File: config.mk
export PLATFORM = sky130hd
export DESIGN_NAME = fat_volume_geometry_parser_core
export DESIGN_NICKNAME = d
export VERILOG_FILES = /design/src/hdl/fvg_pkg.sv /design/src/hdl/fat_volume_geometry_parser_core.sv /design/src/hdl/fvg_sector_parser.sv /design/src/hdl/fvg_cluster_map.sv
export SDC_FILE = /design/constraint.sdc
export NUM_CORES = 2
export LEC_CHECK = 0
export BUFFER_PORTS_ARGS = -buffer_cell sky130_fd_sc_hd__buf_2
export CELL_PAD_IN_SITES_DETAIL_PLACEMENT = 1
export CELL_PAD_IN_SITES_GLOBAL_PLACEMENT = 2
export CORE_MARGIN = 2
export CORE_UTILIZATION = 43
export DETAILED_ROUTE_END_ITERATION = 7
export PLACE_DENSITY_LB_ADDON = 0.15
export SKIP_CTS_REPAIR_TIMING = 1
export SLEW_MARGIN = 20
export SYNTH_ARGS = -nofsm -noshare
export SYNTH_HDL_FRONTEND = slang
export SYNTH_SLANG_ARGS = --single-unit
File: constraint.sdc
create_clock -name i_clk -period 19.25 [get_ports i_clk]
set_input_delay 0 -clock i_clk [delete_from_list [all_inputs] [get_ports i_clk]]
set_output_delay 0 -clock i_clk [all_outputs]
set_load 0.01 [all_outputs]
File: src/hdl/fvg_pkg.sv
// Types and constants of the FAT volume geometry parser.
`default_nettype none

package fvg_pkg;

    localparam int SECTOR_BYTES = 512;
    localparam int POS_W        = $clog2(SECTOR_BYTES);
    localparam int UNIT_SHIFT   = $clog2(SECTOR_BYTES);
    localparam int DIRENT_SHIFT = 5;                         // 32-byte directory entries
    localparam int DPS_SHIFT    = UNIT_SHIFT - DIRENT_SHIFT; // entries per sector, log2

    localparam int IN_TDATA_W  = 40;
    localparam int OUT_TDATA_W = 160;

    // commands on s_axis_tuser
    localparam logic [1:0] CMD_MBR     = 2'd0;
    localparam logic [1:0] CMD_BOOT    = 2'd1;
    localparam logic [1:0] CMD_CLUSTER = 2'd2;

    // result kinds on m_axis_tuser
    localparam logic [1:0] KIND_PART    = 2'd0;
    localparam logic [1:0] KIND_GEOM    = 2'd1;
    localparam logic [1:0] KIND_CLUSTER = 2'd2;

    // sector byte offsets
    localparam logic [POS_W-1:0] POS_LAST     = POS_W'(SECTOR_BYTES - 1);
    localparam logic [POS_W-1:0] MBR_SIG_FST  = POS_W'(3);
    localparam logic [POS_W-1:0] MBR_SIG_LST  = POS_W'(7);
    localparam logic [POS_W-1:0] MBR_PART_OFS = POS_W'(16'h01C6);
    localparam logic [POS_W-1:0] BS_SPC       = POS_W'(16'h000D);
    localparam logic [POS_W-1:0] BS_RSVD      = POS_W'(16'h000E);
    localparam logic [POS_W-1:0] BS_NFATS     = POS_W'(16'h0010);
    localparam logic [POS_W-1:0] BS_ROOTENT   = POS_W'(16'h0011);
    localparam logic [POS_W-1:0] BS_FATSZ16   = POS_W'(16'h0016);
    localparam logic [POS_W-1:0] BS_FATSZ32   = POS_W'(16'h0024);
    localparam logic [POS_W-1:0] BS_ROOTCLUS  = POS_W'(44);

    localparam logic [2:0] SIG_FULL = 3'd5;

    typedef struct packed {
        logic [1:0]  kind;
        logic [31:0] address;
        logic [31:0] fat_start;
        logic [31:0] fat_length;
        logic [31:0] root_start;
        logic [7:0]  cluster_size;
        logic [15:0] root_entry_count;
        logic        is_fat16;
        logic        boot_first;
    } t_result;

    typedef struct packed {
        logic [31:0] fat_end;       // FAT base plus FAT span
        logic [7:0]  spc;
        logic [15:0] root_entries;
        logic        fat16;
    } t_geom;

    // "MSDOS" letter at signature index
    function automatic logic [7:0] dos_letter(input logic [2:0] idx);
        logic [7:0] ch;
        unique case (idx)
            3'd0:    ch = 8'h4D;
            3'd1:    ch = 8'h53;
            3'd2:    ch = 8'h44;
            3'd3:    ch = 8'h4F;
            3'd4:    ch = 8'h53;
            default: ch = 8'h00;
        endcase
        return ch;
    endfunction

endpackage

`default_nettype wire

File: src/hdl/fat_volume_geometry_parser_core.sv
// Stages: an item is registered at the input stage, then its result at the output stage.
// Throughput: one item per cycle while m_axis_tready is high; the input register
// and the output register advance together and stall only on a held result.
// Reset: synchronous active-low i_rst_n clears both stages, all parsed fields and
// the byte counter; byte addressing comes up set. No clearing pass.
`default_nettype none

module fat_volume_geometry_parser_core
    import fvg_pkg::*;
(
    input  wire logic                   i_clk,
    input  wire logic                   i_rst_n,
    // configuration: byte_addressing
    input  wire logic                   i_cfg_wr_en,
    input  wire logic                   i_cfg_wr_data,
    // input items
    input  wire logic                   s_axis_tvalid,
    output logic                        s_axis_tready,
    input  wire logic [IN_TDATA_W-1:0]  s_axis_tdata,  // data_byte[7:0], cluster_number[35:8]
    input  wire logic [1:0]             s_axis_tuser,  // command[1:0]
    // result items
    output logic                        m_axis_tvalid,
    input  wire logic                   m_axis_tready,
    output logic [OUT_TDATA_W-1:0]      m_axis_tdata,  // address[31:0], fat_start[63:32],
                                                       // fat_length[95:64], root_start[127:96],
                                                       // cluster_size[135:128],
                                                       // root_entry_count[151:136],
                                                       // is_fat16[152],
                                                       // boot_in_first_sector[153]
    output logic [1:0]                  m_axis_tuser   // result_kind[1:0]
);

    logic        r_byte_addr;

    // input stage
    logic        r_in_valid;
    logic [1:0]  r_in_cmd;
    logic [7:0]  r_in_byte;
    logic [27:0] r_in_cluster;

    // output stage
    logic        r_out_valid;
    t_result     r_res;

    logic        advance;
    logic        sec_valid;
    t_result     sec_res;
    t_geom       geom;
    logic [31:0] clus_addr;
    logic        res_valid;
    t_result     res;

    // the input stage moves on whenever the output register is free or drains
    assign advance       = r_in_valid && (!r_out_valid || m_axis_tready);
    assign s_axis_tready = !r_in_valid || advance;

    always_ff @(posedge i_clk) begin
        if (!i_rst_n) begin
            r_byte_addr <= 1'b1;
        end else if (i_cfg_wr_en) begin
            r_byte_addr <= i_cfg_wr_data;
        end
    end

    always_ff @(posedge i_clk) begin
        if (!i_rst_n) begin
            r_in_valid <= 1'b0;
        end else if (s_axis_tready) begin
            r_in_valid <= s_axis_tvalid;
        end
    end

    always_ff @(posedge i_clk) begin
        if (s_axis_tready && s_axis_tvalid) begin
            r_in_cmd     <= s_axis_tuser;
            r_in_byte    <= s_axis_tdata[7:0];
            r_in_cluster <= s_axis_tdata[35:8];
        end
    end

    // sector bytes: counter, field capture, geometry at the last byte
    fvg_sector_parser u_parser (
        .i_clk       (i_clk),
        .i_rst_n     (i_rst_n),
        .i_en        (advance),
        .i_cmd       (r_in_cmd),
        .i_byte      (r_in_byte),
        .i_byte_addr (r_byte_addr),
        .o_geom      (geom),
        .o_res_valid (sec_valid),
        .o_res       (sec_res)
    );

    // cluster queries read the geometry as it stands
    fvg_cluster_map u_map (
        .i_cluster   (r_in_cluster),
        .i_geom      (geom),
        .i_byte_addr (r_byte_addr),
        .o_address   (clus_addr)
    );

    always_comb begin
        res_valid = sec_valid;
        res       = sec_res;
        if (r_in_cmd == CMD_CLUSTER) begin
            res_valid   = 1'b1;
            res         = '0;
            res.kind    = KIND_CLUSTER;
            res.address = clus_addr;
        end
    end

    always_ff @(posedge i_clk) begin
        if (!i_rst_n) begin
            r_out_valid <= 1'b0;
        end else if (advance && res_valid) begin
            r_out_valid <= 1'b1;
        end else if (m_axis_tready) begin
            r_out_valid <= 1'b0;
        end
    end

    always_ff @(posedge i_clk) begin
        if (advance && res_valid) begin
            r_res <= res;
        end
    end

    assign m_axis_tvalid = r_out_valid;
    assign m_axis_tuser  = r_res.kind;
    assign m_axis_tdata  = {6'd0, r_res.boot_first, r_res.is_fat16, r_res.root_entry_count,
                            r_res.cluster_size, r_res.root_start, r_res.fat_length,
                            r_res.fat_start, r_res.address};

endmodule

`default_nettype wire

File: src/hdl/fvg_sector_parser.sv
// Byte-serial MBR and boot sector field capture with geometry results.
`default_nettype none

module fvg_sector_parser
    import fvg_pkg::*;
(
    input  wire logic        i_clk,
    input  wire logic        i_rst_n,
    input  wire logic        i_en,
    input  wire logic [1:0]  i_cmd,
    input  wire logic [7:0]  i_byte,
    input  wire logic        i_byte_addr,
    output t_geom            o_geom,
    output logic             o_res_valid,
    output t_result          o_res
);

    logic [POS_W-1:0] r_pos, n_pos;
    logic [2:0]       r_sig, n_sig;
    logic [31:0]      r_part, n_part;
    logic [7:0]       r_spc, n_spc;
    logic [15:0]      r_rsvd, n_rsvd;
    logic [31:0]      r_fatsz, n_fatsz;
    logic [7:0]       r_nfats, n_nfats;
    logic [15:0]      r_rootent, n_rootent;
    logic [31:0]      r_rootloc, n_rootloc;
    logic             r_fat16, n_fat16;
    logic [31:0]      r_fat_end, n_fat_end;
    logic [31:0]      r_base_pre, r_span_pre;

    logic [POS_W-1:0] sig_idx, part_idx, rsvd_idx, ent_idx, f16_idx, f32_idx, rc_idx;
    logic [31:0]      fat_prod;
    logic [31:0]      geom_sum;

    assign sig_idx  = r_pos - MBR_SIG_FST;
    assign part_idx = r_pos - MBR_PART_OFS;
    assign rsvd_idx = r_pos - BS_RSVD;
    assign ent_idx  = r_pos - BS_ROOTENT;
    assign f16_idx  = r_pos - BS_FATSZ16;
    assign f32_idx  = r_pos - BS_FATSZ32;
    assign rc_idx   = r_pos - BS_ROOTCLUS;

    // FAT base and span settle long before the last byte; keep them registered
    assign fat_prod = r_fatsz * {24'd0, r_nfats};
    assign geom_sum = r_base_pre + r_span_pre;

    always_comb begin
        n_pos     = r_pos;
        n_sig     = r_sig;
        n_part    = r_part;
        n_spc     = r_spc;
        n_rsvd    = r_rsvd;
        n_fatsz   = r_fatsz;
        n_nfats   = r_nfats;
        n_rootent = r_rootent;
        n_rootloc = r_rootloc;
        n_fat16   = r_fat16;
        n_fat_end = r_fat_end;
        o_res_valid = 1'b0;
        o_res       = '0;
        if (i_en && i_cmd == CMD_MBR) begin
            n_pos = r_pos + 1'b1;
            if (r_pos == '0) begin
                n_part = '0;
                n_sig  = '0;
            end
            if (r_pos >= MBR_SIG_FST && r_pos <= MBR_SIG_LST
                    && i_byte == dos_letter(sig_idx[2:0])) begin
                n_sig = n_sig + 1'b1;
            end
            if (r_pos >= MBR_PART_OFS && part_idx < POS_W'(4)) begin
                n_part[8*part_idx[1:0] +: 8] = n_part[8*part_idx[1:0] +: 8] | i_byte;
            end
            if (r_pos == POS_LAST) begin
                if (n_sig == SIG_FULL) begin
                    n_part = '0;
                end else if (i_byte_addr) begin
                    n_part = n_part << UNIT_SHIFT;
                end
                o_res_valid      = 1'b1;
                o_res.kind       = KIND_PART;
                o_res.address    = n_part;
                o_res.boot_first = (n_sig == SIG_FULL);
            end
        end else if (i_en && i_cmd == CMD_BOOT) begin
            n_pos = r_pos + 1'b1;
            if (r_pos == '0) begin
                n_spc     = '0;
                n_rsvd    = '0;
                n_fatsz   = '0;
                n_nfats   = '0;
                n_rootent = '0;
                n_rootloc = '0;
                n_fat16   = 1'b0;
            end
            if (r_pos == BS_SPC) begin
                n_spc = n_spc | i_byte;
            end
            if (r_pos >= BS_RSVD && rsvd_idx < POS_W'(2)) begin
                n_rsvd[8*rsvd_idx[0] +: 8] = n_rsvd[8*rsvd_idx[0] +: 8] | i_byte;
            end
            if (r_pos == BS_NFATS) begin
                n_nfats = n_nfats | i_byte;
            end
            if (r_pos >= BS_ROOTENT && ent_idx < POS_W'(2)) begin
                n_rootent[8*ent_idx[0] +: 8] = n_rootent[8*ent_idx[0] +: 8] | i_byte;
            end
            if (r_pos >= BS_FATSZ16 && f16_idx < POS_W'(2)) begin
                n_fatsz[8*f16_idx[0] +: 8] = n_fatsz[8*f16_idx[0] +: 8] | i_byte;
                if (i_byte != 8'd0) begin
                    n_fat16 = 1'b1;
                end
            end
            // 32-bit FAT size only counts when the 16-bit field was zero
            if (r_pos >= BS_FATSZ32 && f32_idx < POS_W'(4) && !n_fat16) begin
                n_fatsz[8*f32_idx[1:0] +: 8] = n_fatsz[8*f32_idx[1:0] +: 8] | i_byte;
            end
            if (r_pos >= BS_ROOTCLUS && rc_idx < POS_W'(4)) begin
                n_rootloc[8*rc_idx[1:0] +: 8] = n_rootloc[8*rc_idx[1:0] +: 8] | i_byte;
            end
            if (r_pos == POS_LAST) begin
                n_fat_end = geom_sum;
                if (n_fat16) begin
                    n_rootloc = geom_sum;
                end
                o_res_valid            = 1'b1;
                o_res.kind             = KIND_GEOM;
                o_res.fat_start        = r_base_pre;
                o_res.fat_length       = r_span_pre;
                o_res.root_start       = n_rootloc;
                o_res.cluster_size     = n_spc;
                o_res.root_entry_count = n_rootent;
                o_res.is_fat16         = n_fat16;
            end
        end
    end

    always_ff @(posedge i_clk) begin
        if (!i_rst_n) begin
            r_pos      <= '0;
            r_sig      <= '0;
            r_part     <= '0;
            r_spc      <= '0;
            r_rsvd     <= '0;
            r_fatsz    <= '0;
            r_nfats    <= '0;
            r_rootent  <= '0;
            r_rootloc  <= '0;
            r_fat16    <= 1'b0;
            r_fat_end  <= '0;
            r_base_pre <= '0;
            r_span_pre <= '0;
        end else begin
            r_pos      <= n_pos;
            r_sig      <= n_sig;
            r_part     <= n_part;
            r_spc      <= n_spc;
            r_rsvd     <= n_rsvd;
            r_fatsz    <= n_fatsz;
            r_nfats    <= n_nfats;
            r_rootent  <= n_rootent;
            r_rootloc  <= n_rootloc;
            r_fat16    <= n_fat16;
            r_fat_end  <= n_fat_end;
            r_base_pre <= r_part + (i_byte_addr ? 32'({r_rsvd, {UNIT_SHIFT{1'b0}}})
                                                : {16'd0, r_rsvd});
            r_span_pre <= i_byte_addr ? (fat_prod << UNIT_SHIFT) : fat_prod;
        end
    end

    assign o_geom.fat_end      = r_fat_end;
    assign o_geom.spc          = r_spc;
    assign o_geom.root_entries = r_rootent;
    assign o_geom.fat16        = r_fat16;

endmodule

`default_nettype wire

File: src/hdl/fvg_cluster_map.sv
// Cluster number to first sector address translation.
`default_nettype none

module fvg_cluster_map
    import fvg_pkg::*;
(
    input  wire logic [27:0] i_cluster,
    input  wire t_geom       i_geom,
    input  wire logic        i_byte_addr,
    output logic [31:0]      o_address
);

    logic [31:0] rel_clus;
    logic [31:0] rel_sect;
    logic [31:0] dir_ofs;

    assign rel_clus = {4'd0, i_cluster} - 32'd2;
    assign rel_sect = rel_clus * {24'd0, i_geom.spc};

    // root dir size: entries*32 bytes, whole sectors on FAT16 block cards, else 0
    always_comb begin
        if (i_byte_addr) begin
            dir_ofs = 32'({i_geom.root_entries, {DIRENT_SHIFT{1'b0}}});
        end else if (i_geom.fat16) begin
            dir_ofs = 32'(i_geom.root_entries >> DPS_SHIFT)
                    + 32'(i_geom.root_entries[DPS_SHIFT-1:0] != '0);
        end else begin
            dir_ofs = '0;
        end
    end

    assign o_address = i_geom.fat_end + dir_ofs
                     + (i_byte_addr ? (rel_sect << UNIT_SHIFT) : rel_sect);

endmodule

`default_nettype wire

==> run metrics <==
PwrDens=53.4 nW/um2; top-count cell post-synth=nor2_1; yosys warns=0; DRT iter0 DRCs=2394; commonest register cell after synthesis=dfxtp_1; Mapped Cells=4303; worst-path fanout max=9; Rows=109; Setup Skew=0.0227 ns; die footprint=92200 um2; initial antenna violation count=4; Ports=212; Post-synth ARST share=0; first-pass GRT wire length=206000 um; average vias per placed instance=5.72; Syn Area/Cell=8.97 um2; Yosys cell types=95; Detail Route Antenna Nets=0; grt ovf=0; Die W=304 um; Tot Pwr=0.00229 W; Hold WC Path Type=in2reg; Die Y=304 um; Bufs on Longest Clock Path=3; vias in the first global route=32807; synthesized flop and latch total=450; slowest CP cell=a2111oi_0; Peak VDD IR=71.1 uV; top cell type by total area after synthesis=fa_1; Period minus WS final=10.66 ns; gpl congestion=0.909; Initial Util=0.436; clock sinks=450; synth cell count leaders=437 x nor2_1, 404 x inv_1, 355 x nand2_1, 336 x fa_1, 256 x dfxtp_1; pin count of the biggest net entering global routing=83; RSZ-0062 raised after global routing=false; GRT Resource Usage Total=0.290; WL/cell=24.2 um; Seq/Total Area, Yosys=0.284; HPWL Detailed=103000 um; Crit Path Class=reg2reg; Synth-to-Final Area Change=11.2%; Util after Layout=0.484; Post-synth EDFFs=194; CORE AREA=88600 um2; root buffer cell=clkbuf_16; vias=32154; maximum clock frequency=93.8 MHz; Pleak=19.3 nW; element type at the critical path end=flip-flop; CTS Buf Count=53; CP delay by family, top=compound AO/OA/AOI/OAI gates; Critical Path RT=19.62 ns; final hold vios=0; Slew headroom=0.284; final WL=136000 um; mapped cell area=38600 um2; H-tree depth=2; top-area cell type share of the netlist area=0.174; share of layout cells above drive strength 1=0.0901; # port buffers=201; setup violators final=0; # DRC=0; fin. max-slew vios=0; post-layout net count=4997; CTS tree=yes; buffer and inverter count on the worst path=3; max incr delay on CP=0.76 ns; Final TNS setup=0 ns; Worst Path Arrival=11.03 ns; max-cap violations=0; clk slew on worst S/H paths=0.06 ns; drt first pass iters=5; Worst Tran Pin Value=1.07 ns; clock insertion delay at the later pin of the skew report=0.66 ns; Tcrit/Tclk final=0.554; status=finished, final reports clean; element type at the critical path start=flip-flop; synth top area cells=fa_1 17%, edfxtp_1 15%, dfxtp_1 13%
registers in the layout (all words and copies together), names as in the netlist, 8 cells and up:
name                 cells
r_in_cluster            28
r_in_byte                8
u_parser.r_part         32
u_parser.r_nfats         8
u_parser.r_fat_end      32
u_parser.r_pos           9
u_parser.r_spc           8
u_parser.r_rootloc      32
u_parser.r_span_pre     32
u_parser.r_fatsz        32
u_parser.r_rootent      16
u_parser.r_base_pre     32
u_parser.r_rsvd         16
m_axis_tdata           154
logic make-up after synthesis:
group | synth area share
adder cells (fa/ha/maj) | 0.238
AO/OA/AOI/OAI | 0.150
XOR/XNOR | 0.0434
other | 0.0000971
AND/OR/NAND/NOR | 0.196
multiplexers | 0.0240
buffers and inverters | 0.0656
flip-flops | 0.284
area by class of cell:
| class | count | area [um2] |
|---|---|---|
| Sequential cell | 450 | 11000 |
| Inverter | 407 | 1530 |
| Clock inverter | 37 | 548 |
| Antenna cell | 1 | 2.50 |
| Clock buffer | 62 | 1380 |
| Fill cell | 10319 | 45700 |
| Multi-Input combinational cell | 3205 | 25200 |
| Tap cell | 1165 | 1460 |
| Timing Repair Buffer | 299 | 1860 |
per-stage QoR:
| stage | setup slack (ns) | instance area [um2] | instances | hold slack (ns) |
|---|---|---|---|---|
| floorplan | 9.35 | 38600 | 4308 | 0.0989 |
| global placement | 8.96 | 40500 | 5479 | 0.177 |
| detailed placement | 8.85 | 40500 | 5479 | 0.178 |
| CTS | 8.76 | 42500 | 5578 | -0.522 |
| global route | 8.13 | 42900 | 5625 | 0.0357 |
| finish | 8.59 | 42900 | 5626 | 0.0557 |
worst register-to-register path: cells and delay by family, from the launching register on:
kind	cells	cell delay, ns
AOI/OAI and AO/OA	12	3.58
xor gates and xnor gates	4	1.45
adders and majority gates	8	3.47
buffers and inverters	3	0.28
DFF	1	0.69
and+or+nand+nor	6	0.88
power by group:
group | total (W) | internal, W | leakage (nW) | switching, W
combinational | 0.000126 | 0.0000332 | 14.2 | 0.0000923
sequential | 0.00102 | 0.00100 | 4.15 | 0.0000162
clock | 0.00115 | 0.000690 | 0.934 | 0.000461
final timing paths:
| kind | startpoint | endpoint | slack, ns | depth (start not counted) |
|---|---|---|---|---|
| setup / recovery | r_in_cluster[1]$_DFFE_PP_ | m_axis_tdata[31]$_DFFE_PP_ | 8.59 | 33 |
| hold / removal | s_axis_tdata[1] | r_in_byte[1]$_DFFE_PP_ | 0.06 | 2 |
| setup reg to reg | r_in_cluster[1]$_DFFE_PP_ | m_axis_tdata[31]$_DFFE_PP_ | 8.59 | 33 |
| hold reg to reg | u_parser.r_fat_end[14]$_SDFFE_PN0P_ | u_parser.r_fat_end[14]$_SDFFE_PN0P_ | 0.46 | 2 |
metal layers:
layer	part of all wire	vias up	GRT usage
li1	-	14726	-
met1	0.45	16489	0.401
met2	0.47	763	0.477
met3	0.047	176	0.0316
met4	0.031	0	0.0871
met5	0	-	0
cell usage in the layout, fill, tap and decap left out, types with 122 or more instances in the layout:
cell type / n
fa_1: 336
nor2b_1: 174
xnor2_1: 122
buf_2: 201
and2_1: 246
nand2_1: 353
ha_1: 197
nor2_1: 437
a22oi_1: 134
edfxtp_1: 194
inv_1: 404
a21oi_1: 243
dfxtp_1: 253
Power figures use the tool's default switching activity.
